## config.mk

```make
export PLATFORM = sky130hd
export DESIGN_NAME = supervisory_frame_receiver_unit
export DESIGN_NICKNAME = d
export VERILOG_FILES = /design/src/rtl/sfr_pkg.sv /design/src/rtl/sfr_cfg_regs.sv /design/src/rtl/sfr_parser.sv /design/src/rtl/sfr_out_reg.sv /design/src/rtl/supervisory_frame_receiver_unit.sv
export VERILOG_INCLUDE_DIRS = /design/src /design/src/rtl
export SDC_FILE = /design/constraint.sdc
export NUM_CORES = 1
export LEC_CHECK = 0
export BUFFER_PORTS_ARGS = -buffer_cell sky130_fd_sc_hd__buf_2
export CAP_MARGIN = 10
export CELL_PAD_IN_SITES_DETAIL_PLACEMENT = 1
export CELL_PAD_IN_SITES_GLOBAL_PLACEMENT = 2
export CORE_ASPECT_RATIO = 2
export CORE_MARGIN = 2
export CORE_UTILIZATION = 29
export DETAILED_ROUTE_END_ITERATION = 8
export PLACE_DENSITY_LB_ADDON = 0.15
export REMOVE_ABC_BUFFERS = 1
export SLEW_MARGIN = 10
export SYNTH_ARGS = -nofsm -noshare
export SYNTH_HDL_FRONTEND = slang
export SYNTH_SLANG_ARGS = --single-unit
```

## constraint.sdc

```tcl
create_clock -name clk -period 2.6 [get_ports clk]
set_clock_uncertainty 0.15 [all_clocks]
set_input_delay 0.26 -clock clk [delete_from_list [all_inputs] [get_ports clk]]
set_output_delay 0.26 -clock clk [all_outputs]
set_load 0.01 [all_outputs]
```

## src/rtl/assert_macros.svh

```systemverilog
// Assertion helpers shared by the receiver modules.
// Both expect a clock named clk in scope; the first also expects rst_n.
`ifndef ASSERT_MACROS_SVH
`define ASSERT_MACROS_SVH

// Checked only out of reset.
`define SFR_ASSERT(lbl, prop, msg) \
  lbl: assert property (@(posedge clk) disable iff (!rst_n) prop) \
    else $error(msg);

// Checked at every edge, reset included.
`define SFR_ASSERT_ALWAYS(lbl, prop, msg) \
  lbl: assert property (@(posedge clk) prop) \
    else $error(msg);

`endif

```

## src/rtl/sfr_pkg.sv

```systemverilog
`default_nettype none

package sfr_pkg;

  localparam int unsigned SEQ_BIT = 7;

  // Configuration register indexes
  typedef enum logic [2:0] {
    CFG_FLAG_BYTE    = 3'd0,
    CFG_ADDR_COMMAND = 3'd1,
    CFG_ADDR_REPLY   = 3'd2,
    CFG_SET_CODE     = 3'd3,
    CFG_UA_CODE      = 3'd4,
    CFG_DISC_CODE    = 3'd5,
    CFG_RR_CODE      = 3'd6,
    CFG_REJ_CODE     = 3'd7
  } cfg_idx_t;

  // Reset values
  localparam logic [7:0] RST_FLAG_BYTE    = 8'd126;
  localparam logic [7:0] RST_ADDR_COMMAND = 8'd3;
  localparam logic [7:0] RST_ADDR_REPLY   = 8'd1;
  localparam logic [7:0] RST_SET_CODE     = 8'd3;
  localparam logic [7:0] RST_UA_CODE      = 8'd7;
  localparam logic [7:0] RST_DISC_CODE    = 8'd11;
  localparam logic [6:0] RST_RR_CODE      = 7'd5;
  localparam logic [6:0] RST_REJ_CODE     = 7'd1;

  typedef enum logic [2:0] {
    ST_OK      = 3'd0,
    ST_RR      = 3'd1,
    ST_REJ     = 3'd2,
    ST_TIMEOUT = 3'd3,
    ST_BADADDR = 3'd4
  } status_t;

  typedef struct packed {
    logic [7:0] flag_byte;
    logic [7:0] addr_command;
    logic [7:0] addr_reply;
    logic [7:0] set_code;
    logic [7:0] ua_code;
    logic [7:0] disc_code;
    logic [6:0] rr_code;
    logic [6:0] rej_code;
  } sfr_cfg_t;

  typedef struct packed {
    status_t    status;
    logic [7:0] address_byte;
    logic [7:0] control_byte;
  } sfr_result_t;

endpackage

`default_nettype wire

```

## src/rtl/sfr_cfg_regs.sv

```systemverilog
`default_nettype none

module sfr_cfg_regs (
  input  wire logic            clk,
  input  wire logic            rst_n,
  input  wire logic            cfg_we,
  input  wire logic [2:0]      cfg_index,
  input  wire logic [7:0]      cfg_wdata,
  output sfr_pkg::sfr_cfg_t    cfg
);
  import sfr_pkg::*;

  sfr_cfg_t cfg_r;
  sfr_cfg_t cfg_nxt;

  always_comb begin
    cfg_nxt = cfg_r;
    if (cfg_we) begin
      case (cfg_idx_t'(cfg_index))
        CFG_FLAG_BYTE:    cfg_nxt.flag_byte    = cfg_wdata;
        CFG_ADDR_COMMAND: cfg_nxt.addr_command = cfg_wdata;
        CFG_ADDR_REPLY:   cfg_nxt.addr_reply   = cfg_wdata;
        CFG_SET_CODE:     cfg_nxt.set_code     = cfg_wdata;
        CFG_UA_CODE:      cfg_nxt.ua_code      = cfg_wdata;
        CFG_DISC_CODE:    cfg_nxt.disc_code    = cfg_wdata;
        CFG_RR_CODE:      cfg_nxt.rr_code      = cfg_wdata[6:0];
        CFG_REJ_CODE:     cfg_nxt.rej_code     = cfg_wdata[6:0];
        default:          cfg_nxt = cfg_r;
      endcase
    end
  end

  always_ff @(posedge clk) begin
    if (!rst_n) begin
      cfg_r.flag_byte    <= RST_FLAG_BYTE;
      cfg_r.addr_command <= RST_ADDR_COMMAND;
      cfg_r.addr_reply   <= RST_ADDR_REPLY;
      cfg_r.set_code     <= RST_SET_CODE;
      cfg_r.ua_code      <= RST_UA_CODE;
      cfg_r.disc_code    <= RST_DISC_CODE;
      cfg_r.rr_code      <= RST_RR_CODE;
      cfg_r.rej_code     <= RST_REJ_CODE;
    end else begin
      cfg_r <= cfg_nxt;
    end
  end

  assign cfg = cfg_r;

endmodule

`default_nettype wire

```

## src/rtl/sfr_parser.sv

```systemverilog
`default_nettype none

module sfr_parser (
  input  wire logic             clk,
  input  wire logic             rst_n,
  input  wire sfr_pkg::sfr_cfg_t cfg,
  input  wire logic             in_valid,
  output logic                  in_stall,
  input  wire logic             in_kind,
  input  wire logic [7:0]       in_rx_byte,
  input  wire logic             in_expected_seq,
  input  wire logic             out_ready,
  output logic                  res_load,
  output sfr_pkg::sfr_result_t  res
);
  import sfr_pkg::*;

  `include "assert_macros.svh"

  typedef enum logic [4:0] {
    PH_IDLE = 5'b00001,
    PH_FLAG = 5'b00010,
    PH_ADDR = 5'b00100,
    PH_CTRL = 5'b01000,
    PH_BCC  = 5'b10000
  } phase_t;

  // input register
  logic       s1_valid_r, s1_valid_nxt;
  logic       s1_kind_r;
  logic [7:0] s1_byte_r;
  logic       s1_seq_r;

  // frame state
  phase_t     phase_r, phase_nxt;
  logic [7:0] held_address_r, held_address_nxt;
  logic [7:0] held_control_r, held_control_nxt;

  logic       s1_load;
  logic       s1_fire;
  logic       emit;
  logic       is_flag;
  logic       addr_ok;
  logic       ctrl_ok;
  logic [7:0] rr_full;
  logic [7:0] rej_full;

  assign rr_full  = {s1_seq_r, cfg.rr_code};
  assign rej_full = {s1_seq_r, cfg.rej_code};
  assign is_flag  = (s1_byte_r == cfg.flag_byte);
  assign addr_ok  = (s1_byte_r == cfg.addr_command) || (s1_byte_r == cfg.addr_reply);
  assign ctrl_ok  = (s1_byte_r == cfg.set_code) || (s1_byte_r == cfg.ua_code) ||
                    (s1_byte_r == cfg.disc_code) || (s1_byte_r == rr_full) ||
                    (s1_byte_r == rej_full);

  always_comb begin
    phase_nxt        = PH_IDLE;
    held_address_nxt = held_address_r;
    held_control_nxt = held_control_r;
    emit             = 1'b0;
    res.status       = ST_OK;
    res.address_byte = 8'd0;
    res.control_byte = 8'd0;
    if (s1_kind_r) begin
      emit       = 1'b1;
      res.status = ST_TIMEOUT;
    end else begin
      case (phase_r)
        PH_FLAG: begin
          if (addr_ok) begin
            held_address_nxt = s1_byte_r;
            phase_nxt        = PH_ADDR;
          end else if (is_flag) begin
            phase_nxt = PH_FLAG;
          end else begin
            emit       = 1'b1;
            res.status = ST_BADADDR;
          end
        end
        PH_ADDR: begin
          if (ctrl_ok) begin
            held_control_nxt = s1_byte_r;
            phase_nxt        = PH_CTRL;
          end else if (is_flag) begin
            phase_nxt = PH_FLAG;
          end
        end
        PH_CTRL: begin
          if (s1_byte_r == (held_address_r ^ held_control_r)) begin
            phase_nxt = PH_BCC;
          end else if (is_flag) begin
            phase_nxt = PH_FLAG;
          end
        end
        PH_BCC: begin
          if (is_flag) begin
            emit             = 1'b1;
            res.address_byte = held_address_r;
            res.control_byte = held_control_r;
            // REJ takes precedence when both codes match
            if (held_control_r == rej_full) begin
              res.status = ST_REJ;
            end else if (held_control_r == rr_full) begin
              res.status = ST_RR;
            end
          end
        end
        default: begin
          phase_nxt = is_flag ? PH_FLAG : PH_IDLE;
        end
      endcase
    end
  end

  // An item leaves the input register when its result, if any, has a place to go.
  assign s1_fire      = s1_valid_r && (!emit || out_ready);
  assign in_stall     = s1_valid_r && !s1_fire;
  assign s1_load      = in_valid && !in_stall;
  assign res_load     = s1_fire && emit;
  assign s1_valid_nxt = s1_load || (s1_valid_r && !s1_fire);

  always_ff @(posedge clk) begin
    if (!rst_n) begin
      s1_valid_r     <= 1'b0;
      phase_r        <= PH_IDLE;
      held_address_r <= 8'd0;
      held_control_r <= 8'd0;
    end else begin
      s1_valid_r <= s1_valid_nxt;
      if (s1_fire) begin
        phase_r        <= phase_nxt;
        held_address_r <= held_address_nxt;
        held_control_r <= held_control_nxt;
      end
    end
  end

  always_ff @(posedge clk) begin
    if (s1_load) begin
      s1_kind_r <= in_kind;
      s1_byte_r <= in_rx_byte;
      s1_seq_r  <= in_expected_seq;
    end
  end

  `SFR_ASSERT(a_timeout_to_idle, s1_fire && s1_kind_r |=> phase_r == PH_IDLE,
              "timeout did not return the receiver to idle")
  `SFR_ASSERT(a_frame_from_bcc,
              res_load && res.status != ST_TIMEOUT && res.status != ST_BADADDR
              |-> phase_r == PH_BCC,
              "frame reported outside the check byte phase")
  `SFR_ASSERT(a_badaddr_from_flag, res_load && res.status == ST_BADADDR |-> phase_r == PH_FLAG,
              "bad address reported outside the flag phase")

endmodule

`default_nettype wire

```

## src/rtl/sfr_out_reg.sv

```systemverilog
`default_nettype none

module sfr_out_reg (
  input  wire logic            clk,
  input  wire logic            rst_n,
  input  wire logic            res_load,
  input  wire sfr_pkg::sfr_result_t res,
  output logic                 out_ready,
  output logic                 out_valid,
  input  wire logic            out_stall,
  output logic [2:0]           out_status,
  output logic [7:0]           out_address_byte,
  output logic [7:0]           out_control_byte
);
  import sfr_pkg::*;

  `include "assert_macros.svh"

  logic        out_valid_r, out_valid_nxt;
  sfr_result_t res_r;

  assign out_ready     = !out_valid_r || !out_stall;
  assign out_valid_nxt = res_load || (out_valid_r && out_stall);

  always_ff @(posedge clk) begin
    if (!rst_n) begin
      out_valid_r <= 1'b0;
    end else begin
      out_valid_r <= out_valid_nxt;
    end
  end

  always_ff @(posedge clk) begin
    if (res_load) begin
      res_r <= res;
    end
  end

  assign out_valid        = out_valid_r;
  assign out_status       = res_r.status;
  assign out_address_byte = res_r.address_byte;
  assign out_control_byte = res_r.control_byte;

  `SFR_ASSERT_ALWAYS(a_no_overwrite, out_valid_r && out_stall |-> !res_load,
                     "held result overwritten while stalled")

endmodule

`default_nettype wire

```

## src/rtl/supervisory_frame_receiver_unit.sv

```systemverilog
//  channel | direction | handshake           | payload
//  --------+-----------+---------------------+--------------------------------------
//  in      | input     | in_valid / in_stall | in_kind, in_rx_byte, in_expected_seq
//  out     | output    | out_valid/out_stall | out_status, out_address_byte,
//          |           |                     | out_control_byte
//  cfg     | input     | cfg_we              | cfg_index, cfg_wdata
//
//  One byte or timeout event per cycle unless in_stall is high; a result passes
//  through the input register, then the result register, before it is presented.
//  Between the two registers lie the frame state update, a byte compare and XOR step.
//  rst_n is synchronous, active low; clears phase, held bytes, valids; resets config.
//  An out_stall holds the result register; an event that reports nothing still drains
//  from the input register while the output is stalled.
`default_nettype none

module supervisory_frame_receiver_unit (
  input  wire logic       clk,
  input  wire logic       rst_n,
  // byte / timeout events
  input  wire logic       in_valid,
  output logic            in_stall,
  input  wire logic       in_kind,
  input  wire logic [7:0] in_rx_byte,
  input  wire logic       in_expected_seq,
  // frame reports
  output logic            out_valid,
  input  wire logic       out_stall,
  output logic [2:0]      out_status,
  output logic [7:0]      out_address_byte,
  output logic [7:0]      out_control_byte,
  // register writes
  input  wire logic       cfg_we,
  input  wire logic [2:0] cfg_index,
  input  wire logic [7:0] cfg_wdata
);
  import sfr_pkg::*;

  sfr_cfg_t    cfg;
  sfr_result_t res;
  logic        res_load;
  logic        out_ready;

  // delimiter, addresses and control codes
  sfr_cfg_regs u_cfg (
    .clk       (clk),
    .rst_n     (rst_n),
    .cfg_we    (cfg_we),
    .cfg_index (cfg_index),
    .cfg_wdata (cfg_wdata),
    .cfg       (cfg)
  );

  // input register plus the frame state machine
  sfr_parser u_parser (
    .clk             (clk),
    .rst_n           (rst_n),
    .cfg             (cfg),
    .in_valid        (in_valid),
    .in_stall        (in_stall),
    .in_kind         (in_kind),
    .in_rx_byte      (in_rx_byte),
    .in_expected_seq (in_expected_seq),
    .out_ready       (out_ready),
    .res_load        (res_load),
    .res             (res)
  );

  // result register; frees the parser when empty or when the consumer takes a transfer
  sfr_out_reg u_out (
    .clk              (clk),
    .rst_n            (rst_n),
    .res_load         (res_load),
    .res              (res),
    .out_ready        (out_ready),
    .out_valid        (out_valid),
    .out_stall        (out_stall),
    .out_status       (out_status),
    .out_address_byte (out_address_byte),
    .out_control_byte (out_control_byte)
  );

endmodule

`default_nettype wire
```

; ---- Yosys cells after proc, flatten, opt, wreduce, memory -nomap -nowiden
; Cells that the tools add are included.
[classes]
eq_ne = 22
muxes = 17
n_bitwise = 4
reduce_logical = 31
[op_table]
columns = cell, count
row1 = $eq 8x8->1, 11
row2 = $mux 5, 4
row3 = $pmux 5 s4, 1
row4 = $mux 19, 1
row5 = $reduce_and 2->1, 8
row6 = $eq 3x3->1 const B, 4
row7 = $logic_or 1x1->1, 9
row8 = $reduce_and 4->1, 2
row9 = $xor 8x8->8, 1
row10 = $eq 3x2->1 const B, 2
row11 = $mux 3, 2
row12 = $pmux 3 s2, 1
row13 = $eq 5x2->1 const B, 1
row14 = $eq 5x3->1 const B, 1
row15 = $eq 5x4->1 const B, 1
row16 = $eq 5x5->1 const B, 1
row17 = $logic_and 1x1->1, 5
row18 = $logic_not 1->1, 5
row19 = $mux 1, 5
row20 = $mux 2, 2
row21 = $eq 3x1->1 const B, 1
row22 = $logic_not 3->1, 1
row23 = $not 1->1, 3
row24 = $reduce_or 3->1, 1
row25 = $pmux 1 s2, 1
[word_totals]
ff_bits = 114
in_bits = 26
out_inout_bits = 21
wordCells = 93

; ---- Depth between registers and ports, before layout
; Gate-level depths: netlist of run 1.
[depth]
word_depth = 13
ltp_mapped = 9
mapped_depth_nobuf = 7

; ---- Hierarchy
; A second synthesis of run 1 with hierarchy kept.
[hier_totals]
hier_cells = 522
hier_area_um2 = 5516.5
[modules_own_cells]
columns = mod, n_inst, cells_each, area_each_um2, seq_area_each_um2
row1 = sfr_parser, 1, 270, 2502.4, 740.7
row2 = sfr_cfg_regs, 1, 229, 2408.6, 1241.2
row3 = sfr_out_reg, 1, 23, 605.6, 590.6

; ---- Least setup slack after synthesis of run 1
; No wires, ideal clock.
[synth_timing]
kind = register -> register
from = register u_parser.s1_byte_r[1]
to = register u_parser.s1_byte_r[0], enable pin
setup_time_ns = 0.377
t_arrival_ns = 2.140
required_ns = 2.073
setup_slack_ns = -0.067
stages_incl_launch_ff = 9
path_buffers = 1
synth_period_minus_slack_ns = 2.667
path_cell_list = edfxtp_1 -> buf_6 -> xor2_2 -> nor4_2 -> a221oi_1 -> nand2_2 -> nand3b_1 -> and4_1 -> nor2b_1
[synth_via]
elab_chain_cells = 12
word_cells_on_any_way = 16
cone_classes = 3 x eq/ne / 5 x mux / 8 x reduce/logical
[synth_rtl]
columns = item, line_no
row1 = from (decl), sfr_parser.sv:31  ; logic [7:0] s1_byte_r;
row2 = from (signal assigned), sfr_parser.sv:141  ; s1_byte_r <= in_rx_byte;
row3 = $eq 8x8->1 (on tied branches), "sfr_parser.sv:50, sfr_parser.sv:51"
row4 = $mux 1 / $logic_or 1x1->1 (equally long branches), "sfr_parser.sv:73, sfr_parser.sv:51"
row5 = $mux 1, sfr_parser.sv:70  ; if (addr_ok) begin
row6 = $pmux 1 s2 (*), sfr_parser.sv:68  ; case (phase_r)
row7 = $mux 1 (*), sfr_parser.sv:64  ; if (s1_kind_r) begin
row8 = $logic_not 1->1 (*), sfr_parser.sv:116  ; assign s1_fire = s1_valid_r && (!emit || out_ready);
row9 = $logic_or 1x1->1 (*), sfr_parser.sv:116
row10 = $logic_and 1x1->1 (*), sfr_parser.sv:116
row11 = $logic_not 1->1 (*), sfr_parser.sv:117  ; assign in_stall = s1_valid_r && !s1_fire;
row12 = $logic_and 1x1->1 (*), sfr_parser.sv:117
row13 = via in_stall, supervisory_frame_receiver_unit.sv:21  ; output logic in_stall,
row14 = $logic_not 1->1 (*), sfr_parser.sv:118  ; assign s1_load = in_valid && !in_stall;
row15 = $logic_and 1x1->1 (*), sfr_parser.sv:118
row16 = via u_parser.s1_load, sfr_parser.sv:39  ; logic s1_load;
; The timed path passes the listed nets; every way through them passes the cells marked *.
; A chain may end at the register's enable or synchronous reset.

; ---- Worst setup path in the final report of run 1
[layout_timing]
from = register u_parser.s1_byte_r[7]
to = output in_stall
[layout_via]
elab_chain_cells = 10
word_cells_on_any_way = 14
cone_classes = 3 x eq/ne / 5 x mux / 6 x reduce/logical
[layout_rtl]
columns = item, line_no
row1 = $eq 8x8->1 (on tied branches), "sfr_parser.sv:50, sfr_parser.sv:51"
row2 = $mux 1 / $logic_or 1x1->1 (equally long branches), "sfr_parser.sv:73, sfr_parser.sv:51"
row3 = $mux 1, sfr_parser.sv:70
row4 = $pmux 1 s2 (*), sfr_parser.sv:68
row5 = $mux 1 (*), sfr_parser.sv:64
row6 = $logic_not 1->1 (*), sfr_parser.sv:116
row7 = $logic_or 1x1->1 (*), sfr_parser.sv:116
row8 = $logic_and 1x1->1 (*), sfr_parser.sv:116
row9 = $logic_not 1->1 (*), sfr_parser.sv:117
row10 = $logic_and 1x1->1 (*), sfr_parser.sv:117
row11 = to (decl), supervisory_frame_receiver_unit.sv:21
; Mark *: on every way between the ends. The rest lies on a longest branch, timed or not.

==> impl_metrics.py, run 1 <==
metrics = {
    "floorplan": {
        "die_area_mm2": 0.0201,
        "placement_rows": 71,
        "placeableCoreArea_mm2": 0.0187,
        "initial_utilization_pct": 29.5,
        "floorplan.die.height_um": 199,
        "num_io_pins": 47,
        "die_width_um": 101,
    },
    "setup_path": {
        "ff2ff_setup_slack_ns": -0.03,
        "r2r-end": "u_parser.s1_byte_r[1]",
        "cp_data_required_time_ns": 2.19,
        "r2r.worst_path.cells": 10,
        "startpoint_of_the_most_critical_register_to_register_path": "u_parser.s1_byte_r[7]",
        "end_kind": "output pin",
        "critical_path.n_buffers_inverters": 2,
        "critical_path_start_type": "register",
        "timing.critical_path.slowest_cell_delay_ns": 0.43,
        "cp_top_family": "simple AND/OR/NAND/NOR gates",
        "critical-path-slowest-cell": "sky130_fd_sc_hd__edfxtp_1",
        "path_max_fanout": 3,
        "path_cells": "buf_6 > xor2_4 > nor4_4 > a221oi_4 > nand2_2 > nand3b_1 > and4_1 > buf_2",
        "critPathKind": "reg2out",
        "worst_ep_arrival_time_ns": 2.31,
    },
    "place": {
        "placement.cell_area_mm2": 0.00616,
        "pre_cts_slack_ns": -0.0866,
        "routabilityCongestion": 0.836,
        "detail_placement_hpwl_um": 13300,
        "port-buffer-count": 46,
    },
    "layout": {
        "design.final.nets": 716,
        "layout_commonest_cell": "sky130_fd_sc_hd__nand2_1",
        "final_cell_mix": "sky130_fd_sc_hd__nand2_1 (137), sky130_fd_sc_hd__dfxtp_1 (85), sky130_fd_sc_hd__buf_4 (48), sky130_fd_sc_hd__buf_2 (46), sky130_fd_sc_hd__a21boi_0 (44)",
        "multi_input_area_mm2": 0.00295,
        "fillers": 2103,
        "antenna_cells": 0,
        "layout-drive-gt1-share_pct": 23.9,
        "post_route_cell_area_mm2": 0.00724,
        "final-seq-area_mm2": 0.00257,
        "syn_to_final_growth_pct": 31.6,
    },
    "synth": {
        "synth_area_mm2": 0.00550,
        "yosysSeqAreaShare_pct": 46.8,
        "yosys_most_used_dff": "sky130_fd_sc_hd__dfxtp_1",
        "ys.warnings.count": 0,
        "proportion_of_synthesized_flip_flops_having_asynchronous_set_or_reset_pct": 0,
        "synth_cell_type_count": 42,
        "number_of_synthesized_register_bits": 114,
        "post_synth.cell_area_avg_um2": 9.40,
        "netlist_instances": 585,
        "synth-edff-count": 29,
    },
    "timing": {
        "max_freq_ghz": 0.368,
        "finalHoldViolCount": 0,
        "post-route-worst-setup-slack_ns": -0.116,
        "report.final.setup_viol": 11,
        "fin_crit_sh_pct": 104,
        "hold-worst-slack_ns": 0.0356,
        "final.setup.tns_ns": -0.406,
        "min_period_ns": 2.72,
        "drv_slew": 0,
        "slew_headroom_pct": 53.7,
        "setup_repair_after_global_routing_missed_its_margin": "true",
        "timing_worst_slew_pin_value_ns": 0.691,
    },
    "global_routing": {
        "grt_max_degree": 71,
        "grt_use_total_pct": 19.1,
        "first_global_vias": 4755,
        "antenna_found_initial": 0,
        "grt_pass1_wl_um": 27900,
        "global_route.overflow_total": 0,
    },
    "pwr": {
        "power.switching_w": 0.00110,
        "leakagePower_nw": 2.68,
        "combinationalPowerShare_pct": 9.2,
        "power_report.internal_total_w": 0.00352,
        "power.density_mw_per_mm2": 639,
        "post-layout-total-power_w": 0.00463,
        "power.share.switching_pct": 23.9,
        "vdd_ir_drop_max_mv": 0.320,
        "seq_power_share_pct": 41.3,
        "share_clk_of_total_power_pct": 49.5,
    },
    "clocking": {
        "cts-root-to-sink-buffers": 2,
        "tritoncts": "done",
        "cts-htree-levels": 4,
        "clkSlewWorstSetupHoldPaths_ns": 0.05,
        "number_of_cts_inserted_buffers": 17,
        "clockRootBuffer": "sky130_fd_sc_hd__clkbuf_16",
        "clock_tree_sinks": 114,
        "clkLatencyLatePin_ns": 0.42,
    },
    "route": {
        "first_pass_iteration_count_of_the_detailed_router": 4,
        "routedWlPerCell_um": 19.6,
        "routed_wl_um": 18100,
        "drt_antenna_net_count": 0,
        "route.detailed.vias_per_inst": 4.80,
        "initialDrtViolationCount": 134,
        "drc": 0,
        "via_count": 4418,
    },
    "hold_path": {
        "min_from": "cfg_wdata[7]",
        "hold_path.class": "in2reg",
        "worstHoldEndpoint": "u_cfg.cfg[37]",
        "hold-path-cell-count": 3,
    },
    "status": {
        "run_status": "finished, violations left",
        "failed_checks": "setup timing",
    },
    "job": {
        "maxCapViolCount": 0,
    },
}
-- registers in the layout (all words and copies together), names as in the netlist --
name	cells
u_out.out_status	3
u_parser.s1_valid_r	1
u_out.out_valid	1
u_parser.s1_seq_r	1
u_parser.held_control_r	8
u_out.out_control_byte	8
u_parser.s1_kind_r	1
u_cfg.cfg	62
u_parser.phase_r	5
u_parser.s1_byte_r	8
u_out.out_address_byte	8
u_parser.held_address_r	8
-- Yosys cell counts (2+ instances only) --
master	count	area [µm²]
sky130_fd_sc_hd__xor2_1	48	420
sky130_fd_sc_hd__a21oi_1	3	15.0
sky130_fd_sc_hd__edfxtp_1	29	871
sky130_fd_sc_hd__buf_4	4	30.0
sky130_fd_sc_hd__nor4_1	10	62.6
sky130_fd_sc_hd__clkbuf_1	13	48.8
sky130_fd_sc_hd__o21bai_1	2	15.0
sky130_fd_sc_hd__nand3_1	26	130
sky130_fd_sc_hd__a21boi_0	44	330
sky130_fd_sc_hd__nor2_1	16	60.1
sky130_fd_sc_hd__nand3b_1	5	37.5
sky130_fd_sc_hd__inv_1	6	22.5
sky130_fd_sc_hd__buf_1	7	26.3
sky130_fd_sc_hd__nor3_1	9	45.0
sky130_fd_sc_hd__dfxtp_1	85	1700
sky130_fd_sc_hd__o21a_1	3	22.5
sky130_fd_sc_hd__buf_2	2	10.0
sky130_fd_sc_hd__nor4_2	5	62.6
sky130_fd_sc_hd__nor2b_1	22	138
sky130_fd_sc_hd__xnor2_1	46	403
sky130_fd_sc_hd__nand4_1	11	68.8
sky130_fd_sc_hd__buf_6	4	45.0
sky130_fd_sc_hd__and2b_1	2	15.0
sky130_fd_sc_hd__mux2i_1	16	160
sky130_fd_sc_hd__nand2_1	138	518
sky130_fd_sc_hd__nand2b_1	4	25.0
sky130_fd_sc_hd__and2_1	10	62.6
-- power groups by stage --
| stage | clock (W) | combinational, W | sequential [W] |
|---|---|---|---|
| after detailed placement | 0 | 0.000374 | 0.00195 |
| after global placement | 0 | 0.000371 | 0.00195 |
| final | 0.00229 | 0.000427 | 0.00191 |
| after floorplan | 0 | 0.000157 | 0.00196 |
| after CTS | 0.00234 | 0.000419 | 0.00191 |
| after global routing | 0.00240 | 0.000465 | 0.00192 |
-- layout make-up --
cell class                      instances  share of cell area, %
Sequential cell                       114                   35.6
Clock buffer                           26                   7.19
Tap cell                              219                   3.79
Clock inverter                          5                  0.692
Timing Repair Buffer                  116                   11.8
Inverter                                6                  0.311
Multi-Input combinational cell        435                   40.7
-- kinds of logic (layout without fill, tap and decap cells) --
group                  count (synthesis)  in the layout  share of synthesized area [%]
AO/OA/AOI/OAI                         59             59                           8.40
XOR/XNOR                              95             95                           15.3
buffers and inverters                 36            153                           3.32
flip-flops                           114            114                           46.8
multiplexers                          16             16                           2.91
AND/OR/NAND/NOR                      265            265                           23.3
-- how the worst max path moves through the flow --
| stage | from | endpoint | cells past startpoint |
|---|---|---|---|
| 2_1_floorplan | u_parser.s1_byte_r[5] | u_parser.held_address_r[1] | 6 |
| 3_3_place_gp | u_parser.s1_byte_r[7] | u_out.out_control_byte[4] | 7 |
| 3_5_place_dp | u_parser.s1_byte_r[4] | u_parser.s1_byte_r[0] | 8 |
| 4_1_cts | u_parser.s1_byte_r[4] | in_stall | 7 |
| 5_1_grt | u_parser.s1_byte_r[7] | in_stall | 8 |
| 6_report | u_parser.s1_byte_r[7] | in_stall | 8 |
-- through the flow --
step | std cells | util (%)
2_1_floorplan | 555 | -
3_3_place_gp | 858 | 33.0
3_5_place_dp | 858 | 33.0
4_1_cts | 913 | 37.9
5_1_grt | 921 | 38.8
6_report | 921 | 38.8
-- routing by layer --
| metal | global-route usage [%] | up-vias | wire (µm) |
|---|---|---|---|
| li1 | - | 2164 | - |
| met5 | 0 | - | 0 |
| met2 | 36.9 | 65 | 10500 |
| met1 | 19.4 | 2163 | 6660 |
| met4 | 8.36 | 0 | 592 |
| met3 | 3.34 | 26 | 303 |
-- worst register-to-register path, cell delays in order, from the launching register on --
cell	delay (ns)
sky130_fd_sc_hd__edfxtp_1	0.43
sky130_fd_sc_hd__buf_6	0.17
sky130_fd_sc_hd__xor2_4	0.19
sky130_fd_sc_hd__nor4_4	0.39
sky130_fd_sc_hd__a221oi_4	0.12
sky130_fd_sc_hd__nand2_2	0.10
sky130_fd_sc_hd__nand3b_1	0.11
sky130_fd_sc_hd__and4_1	0.24
sky130_fd_sc_hd__buf_4	0.15
sky130_fd_sc_hd__nor2b_4	0.16
sky130_fd_sc_hd__buf_6	0.15
-- what timing repair did --
item / in CTS / in global routing
hold buffers: 11 / 0
setup endpoints to repair: 30 / 40
setup buffers: 12 / 10
cloned: 1 / 0
resized for setup: 22 / 20
pin swaps: 10 / 19
hold endpoints to repair: 11 / 0
No activity file was read; power rests on OpenSTA's default activity.
==> run 2: changes to the inputs <==
--- a/config.mk
+++ b/config.mk
@@ -14,7 +14,7 @@
 export CORE_MARGIN = 2
 export CORE_UTILIZATION = 29
 export DETAILED_ROUTE_END_ITERATION = 8
-export PLACE_DENSITY_LB_ADDON = 0.15
+export PLACE_DENSITY = 0.65
 export REMOVE_ABC_BUFFERS = 1
 export SLEW_MARGIN = 10
 export SYNTH_ARGS = -nofsm -noshare
==> impl_metrics.py, run 2 (synthesis gave the netlist of run 1 again) <==
metrics = {
    "place": {
        "placement.cell_area_mm2": 0.00620,
        "placedCellCount": 860,
        "detail_placement_hpwl_um": 13600,
        "routabilityCongestion": 0.881,
        "port-buffer-count": 46,
    },
    "pwr": {
        "power.density_mw_per_mm2": 651,
        "leakagePower_nw": 2.79,
        "vdd_ir_drop_max_mv": 0.318,
    },
    "floorplan": {
        "placeableCoreArea_mm2": 0.0187,
        "die_width_um": 101,
        "initial_utilization_pct": 29.5,
        "num_io_pins": 47,
        "floorplan.die.height_um": 199,
        "placement_rows": 71,
        "die_area_mm2": 0.0201,
    },
    "layout": {
        "layout-drive-gt1-share_pct": 26.3,
        "final_cell_mix": "sky130_fd_sc_hd__nand2_1 (136), sky130_fd_sc_hd__dfxtp_1 (85), sky130_fd_sc_hd__buf_2 (45), sky130_fd_sc_hd__a21boi_0 (43), sky130_fd_sc_hd__buf_4 (42)",
        "largest_register_ffs": 62,
        "antenna_cells": 0,
        "post_route_cell_area_mm2": 0.00756,
        "fillers": 2123,
        "fin_cells": 929,
        "layout_commonest_cell": "sky130_fd_sc_hd__nand2_1",
        "fin_util_pct": 40.5,
        "syn_to_final_growth_pct": 37.5,
        "design.final.nets": 723,
    },
    "setup_path": {
        "end_kind": "output pin",
        "critPathKind": "reg2out",
        "cp_common_cell": "sky130_fd_sc_hd__buf_6",
        "worst_ep_arrival_time_ns": 2.31,
        "path_cells": "buf_6 > xor2_2 > nor4_4 > a221oi_4 > nand2_2 > nand3b_1 > and4_4 > buf_6",
        "path_max_fanout": 3,
        "timing.critical_path.slowest_cell_delay_ns": 0.50,
        "cp_data_required_time_ns": 2.19,
        "critical_path_start_type": "register",
        "critical-path-slowest-cell": "sky130_fd_sc_hd__edfxtp_1",
    },
    "route": {
        "routedWlPerCell_um": 20.4,
        "route.detailed.vias_per_inst": 4.89,
        "initialDrtViolationCount": 109,
        "routed_wl_um": 18900,
        "via_count": 4542,
        "drc": 0,
        "first_pass_iteration_count_of_the_detailed_router": 4,
        "drt_antenna_net_count": 0,
    },
    "clocking": {
        "tritoncts": "done",
        "number_of_cts_inserted_buffers": 17,
        "cts-htree-levels": 4,
        "clkLatencyLatePin_ns": 0.42,
        "clkSlewWorstSetupHoldPaths_ns": 0.05,
        "clock_tree_sinks": 114,
        "clockRootBuffer": "sky130_fd_sc_hd__clkbuf_16",
        "cts-root-to-sink-buffers": 2,
    },
    "global_routing": {
        "grt_use_total_pct": 19.8,
        "antenna_found_initial": 0,
        "first_global_vias": 5044,
        "global_route.overflow_total": 0,
        "grt_max_degree": 74,
        "grt_pass1_wl_um": 29000,
    },
    "timing": {
        "min_period_ns": 2.72,
        "finalHoldViolCount": 0,
        "final.setup.tns_ns": -1.36,
        "report.final.setup_viol": 32,
        "fin_crit_sh_pct": 105,
        "post-route-worst-setup-slack_ns": -0.123,
        "hold-worst-slack_ns": 0.0533,
        "max_freq_ghz": 0.367,
        "setup_repair_after_global_routing_missed_its_margin": "true",
        "drv_slew": 0,
        "slew_headroom_pct": 55.0,
        "timing_worst_slew_pin_value_ns": 0.673,
    },
    "hold_path": {
        "hold_path.class": "in2reg",
    },
    "status": {
        "run_status": "finished, violations left",
        "failed_checks": "setup timing",
    },
    "job": {
        "maxCapViolCount": 0,
    },
}
==> run 2: cell count changes in the layout (fill, tap and decap cells not counted), moves of 4 or more <==
| cell | before | now |
|---|---|---|
| sky130_fd_sc_hd__buf_6 | 8 | 15 |
| sky130_fd_sc_hd__clkbuf_1 | 4 | 0 |
| sky130_fd_sc_hd__xor2_1 | 42 | 38 |
| sky130_fd_sc_hd__buf_4 | 48 | 42 |
| sky130_fd_sc_hd__xor2_2 | 6 | 11 |
==> run 2: per-stage QoR <==
step	power (W)	setup slack, ns
final	0.00492	-0.123
after global routing	0.00508	-0.206
after CTS	0.00496	-0.0808
after detailed placement	0.00233	-0.113
after global placement	0.00232	-0.104
after floorplan	0.00212	-0.223
==> run 2: worst paths after layout <==
kind	startpoint	to	slack, ns	cells past startpoint
setup / recovery	u_parser.s1_byte_r[6]	in_stall	-0.12	8
hold / removal	cfg_wdata[7]	u_cfg.cfg[61]	0.05	3
setup reg to reg	u_parser.s1_byte_r[6]	u_parser.phase_r[0]	-0.11	10
hold reg to reg	u_cfg.cfg[56]	u_cfg.cfg[56]	0.33	2
==> run 2: repair_timing <==
action                     CTS  global route
hold endpoints to repair    11             0
hold buffers                11             0
pin swaps                   16            13
gates resized for setup     41            29
setup endpoints to repair   33            38
gates cloned                 3             1
buffers inserted            26             2
==> run 2: critical path: cells and delay by family (launching register included) <==
| family | cells | cell delay [ns] |
|---|---|---|
| DFF | 1 | 0.50 |
| buffers and inverters | 2 | 0.29 |
| AOI/OAI and AO/OA | 1 | 0.13 |
| xor gates and xnor gates | 1 | 0.15 |
| and+or+nand+nor | 4 | 0.82 |
==> run 2: area by class of cell <==
| cell class | instances | area (µm²) | area share [%] |
|---|---|---|---|
| timing repair buffer | 123 | 1020 | 13.6 |
| clock inverter | 10 | 111 | 1.47 |
| tap | 219 | 274 | 3.63 |
| multi-input combinational | 435 | 3010 | 39.9 |
| inverter | 6 | 22.5 | 0.298 |
| sequential | 114 | 2570 | 34.0 |
| clock buffer | 22 | 539 | 7.14 |
==> run 2: routing by layer <==
| layer | share of wire (%) | track usage (%) | vias up |
|---|---|---|---|
| li1 | - | - | 2182 |
| met1 | 34 | 18.3 | 2238 |
| met2 | 60 | 39.4 | 80 |
| met3 | 1.8 | 3.09 | 42 |
| met4 | 4.8 | 11.0 | 0 |
| met5 | 0 | 0 | - |
==> run 2: power by group <==
part | switching [W] | internal [W] | total (W)
logic | 0.000253 | 0.000218 | 0.000471
clock network | 0.000879 | 0.00166 | 0.00254
registers | 0.0000404 | 0.00187 | 0.00191
==> run 3: changes to the inputs <==
--- a/config.mk
+++ b/config.mk
@@ -10,8 +10,8 @@
 export CAP_MARGIN = 10
 export CELL_PAD_IN_SITES_DETAIL_PLACEMENT = 1
 export CELL_PAD_IN_SITES_GLOBAL_PLACEMENT = 2
-export CORE_ASPECT_RATIO = 2
-export CORE_MARGIN = 2
+export CORE_ASPECT_RATIO = 1.75
+export CORE_MARGIN = 3
 export CORE_UTILIZATION = 29
 export DETAILED_ROUTE_END_ITERATION = 8
 export PLACE_DENSITY = 0.65
==> impl_metrics.py, run 3 (synthesis gave the netlist of run 1 again) <==
metrics = {
    "layout": {
        "layout_commonest_cell": "sky130_fd_sc_hd__nand2_1",
        "post_route_cell_area_mm2": 0.00710,
        "design.final.nets": 707,
        "syn_to_final_growth_pct": 29.2,
        "fillers": 2148,
        "final_cell_mix": "sky130_fd_sc_hd__nand2_1 (137), sky130_fd_sc_hd__dfxtp_1 (85), sky130_fd_sc_hd__xnor2_1 (46), sky130_fd_sc_hd__buf_2 (45), sky130_fd_sc_hd__a21boi_0 (44)",
        "antenna_cells": 0,
        "multi_input_area_mm2": 0.00289,
        "final-seq-area_mm2": 0.00257,
        "fin_util_pct": 38.2,
        "largest_register_ffs": 62,
        "layout-drive-gt1-share_pct": 21.6,
    },
    "timing": {
        "setup_repair_after_global_routing_missed_its_margin": "true",
        "report.final.setup_viol": 2,
        "post-route-worst-setup-slack_ns": -0.0478,
        "min_period_ns": 2.65,
        "slew_headroom_pct": 53.2,
        "max_freq_ghz": 0.378,
        "timing_worst_slew_pin_value_ns": 0.700,
        "drv_slew": 0,
        "fin_crit_sh_pct": 102,
        "finalHoldViolCount": 0,
    },
    "setup_path": {
        "path_max_fanout": 4,
        "critical_path_start_type": "register",
        "critPathKind": "reg2out",
        "worst_ep_arrival_time_ns": 2.24,
        "startpoint_of_the_most_critical_register_to_register_path": "u_parser.s1_byte_r[2]",
        "worst_setup_path_startpoint": "u_parser.s1_byte_r[0]",
        "cp_data_required_time_ns": 2.19,
        "end_kind": "output pin",
    },
    "route": {
        "routed_wl_um": 17800,
        "first_pass_iteration_count_of_the_detailed_router": 4,
        "drc": 0,
        "routedWlPerCell_um": 19.1,
        "route.detailed.vias_per_inst": 4.77,
        "via_count": 4445,
        "drt_antenna_net_count": 0,
        "initialDrtViolationCount": 135,
    },
    "floorplan": {
        "placeableCoreArea_mm2": 0.0186,
        "num_io_pins": 47,
        "initial_utilization_pct": 29.6,
        "die_width_um": 110,
        "die_area_mm2": 0.0207,
        "placement_rows": 66,
        "floorplan.die.height_um": 188,
    },
    "pwr": {
        "leakagePower_nw": 2.59,
        "power.density_mw_per_mm2": 635,
        "vdd_ir_drop_max_mv": 0.384,
        "post-layout-total-power_w": 0.00451,
    },
    "clocking": {
        "clockRootBuffer": "sky130_fd_sc_hd__clkbuf_16",
        "number_of_cts_inserted_buffers": 17,
        "clkSlewWorstSetupHoldPaths_ns": 0.05,
        "cts-root-to-sink-buffers": 2,
        "cts-htree-levels": 4,
        "tritoncts": "done",
        "clock_tree_sinks": 114,
        "clkLatencyLatePin_ns": 0.42,
    },
    "place": {
        "port-buffer-count": 46,
        "detail_placement_hpwl_um": 13000,
        "routabilityCongestion": 0.799,
        "placement.cell_area_mm2": 0.00608,
        "pre_cts_slack_ns": -0.0246,
    },
    "status": {
        "run_status": "finished, violations left",
        "failed_checks": "setup timing",
    },
    "global_routing": {
        "global_route.overflow_total": 0,
        "first_global_vias": 4773,
        "grt_use_total_pct": 17.9,
        "grt_max_degree": 45,
        "antenna_found_initial": 0,
        "grt_pass1_wl_um": 27100,
    },
    "hold_path": {
        "min_from": "cfg_wdata[7]",
        "hold_path.class": "in2reg",
    },
    "job": {
        "maxCapViolCount": 0,
    },
}
## run 3: cell count changes in the layout (fill, tap and decap cells not counted), moves of 3 or more
cell and delta:
sky130_fd_sc_hd__buf_6 -9, sky130_fd_sc_hd__xnor2_1 +8, sky130_fd_sc_hd__xnor2_2 -8, sky130_fd_sc_hd__clkbuf_8 +6, sky130_fd_sc_hd__xor2_2 -6, sky130_fd_sc_hd__xor2_1 +5
sky130_fd_sc_hd__buf_12 -4, sky130_fd_sc_hd__clkbuf_1 +4, sky130_fd_sc_hd__clkbuf_16 -4, sky130_fd_sc_hd__clkinvlp_4 -3, sky130_fd_sc_hd__inv_4 -3
## run 3: power by group
part / internal, W / total, W / switching (W)
Sequential: 0.00187 / 0.00191 / 0.0000421
Clock: 0.00139 / 0.00220 / 0.000806
Combinational: 0.000175 / 0.000398 / 0.000223
## run 3: path summary, 6_finish.rpt
| kind | cells past startpoint | endpoint | slack, ns |
|---|---|---|---|
| setup / recovery | 8 | in_stall | -0.05 |
| hold / removal | 3 | u_cfg.cfg[53] | 0.03 |
| setup reg to reg | 12 | u_parser.phase_r[1] | -0.01 |
| hold reg to reg | 2 | u_cfg.cfg[52] | 0.33 |
## run 3: area by class of cell
type,count,share of cell area (%)
Multi-Input combinational cell,435,40.6
Tap cell,238,4.19
Inverter,6,0.317
Clock buffer,28,7.56
Timing Repair Buffer,107,10.8
Clock inverter,4,0.282
Sequential cell,114,36.2
## run 3: per-stage QoR
step / hold slack (ns) / cells / TNS, ns
6_report: 0.0293 / 932 / -0.0592
5_1_grt: 0.0493 / 932 / -0.560
4_1_cts: 0.0200 / 926 / -0.0447
3_5_place_dp: 0.291 / 865 / -0.240
3_3_place_gp: 0.296 / 865 / 0
2_1_floorplan: 0.182 / 555 / -5.56
## run 3: critical path, cell delays in order (launching register included)
cell and delay (ns):
sky130_fd_sc_hd__edfxtp_1 0.48, sky130_fd_sc_hd__buf_4 0.19, sky130_fd_sc_hd__xor2_1 0.20, sky130_fd_sc_hd__nor4_2 0.08, sky130_fd_sc_hd__a221oi_2 0.30, sky130_fd_sc_hd__nand2_2 0.11
sky130_fd_sc_hd__nand3b_1 0.13, sky130_fd_sc_hd__and4_4 0.24, sky130_fd_sc_hd__buf_6 0.10
## run 3: what timing repair did
action                                  in CTS  in global routing
buffers inserted                            19                  5
endpoints found under the hold margin       11                  0
pin swaps                                   14                  4
cloned                                       0                  1
endpoints found under the setup margin      11                 44
resized for setup                           12                 20
hold buffers                                11                  0
## run 3: metal layers
| layer | GRT usage (%) | vias to the layer above | part of all wire [%] |
|---|---|---|---|
| li1 | - | 2149 | - |
| met4 | 7.30 | 0 | 2.8 |
| met1 | 17.9 | 2201 | 37 |
| met3 | 2.86 | 32 | 2.2 |
| met2 | 34.7 | 63 | 58 |
| met5 | 0 | - | 0 |
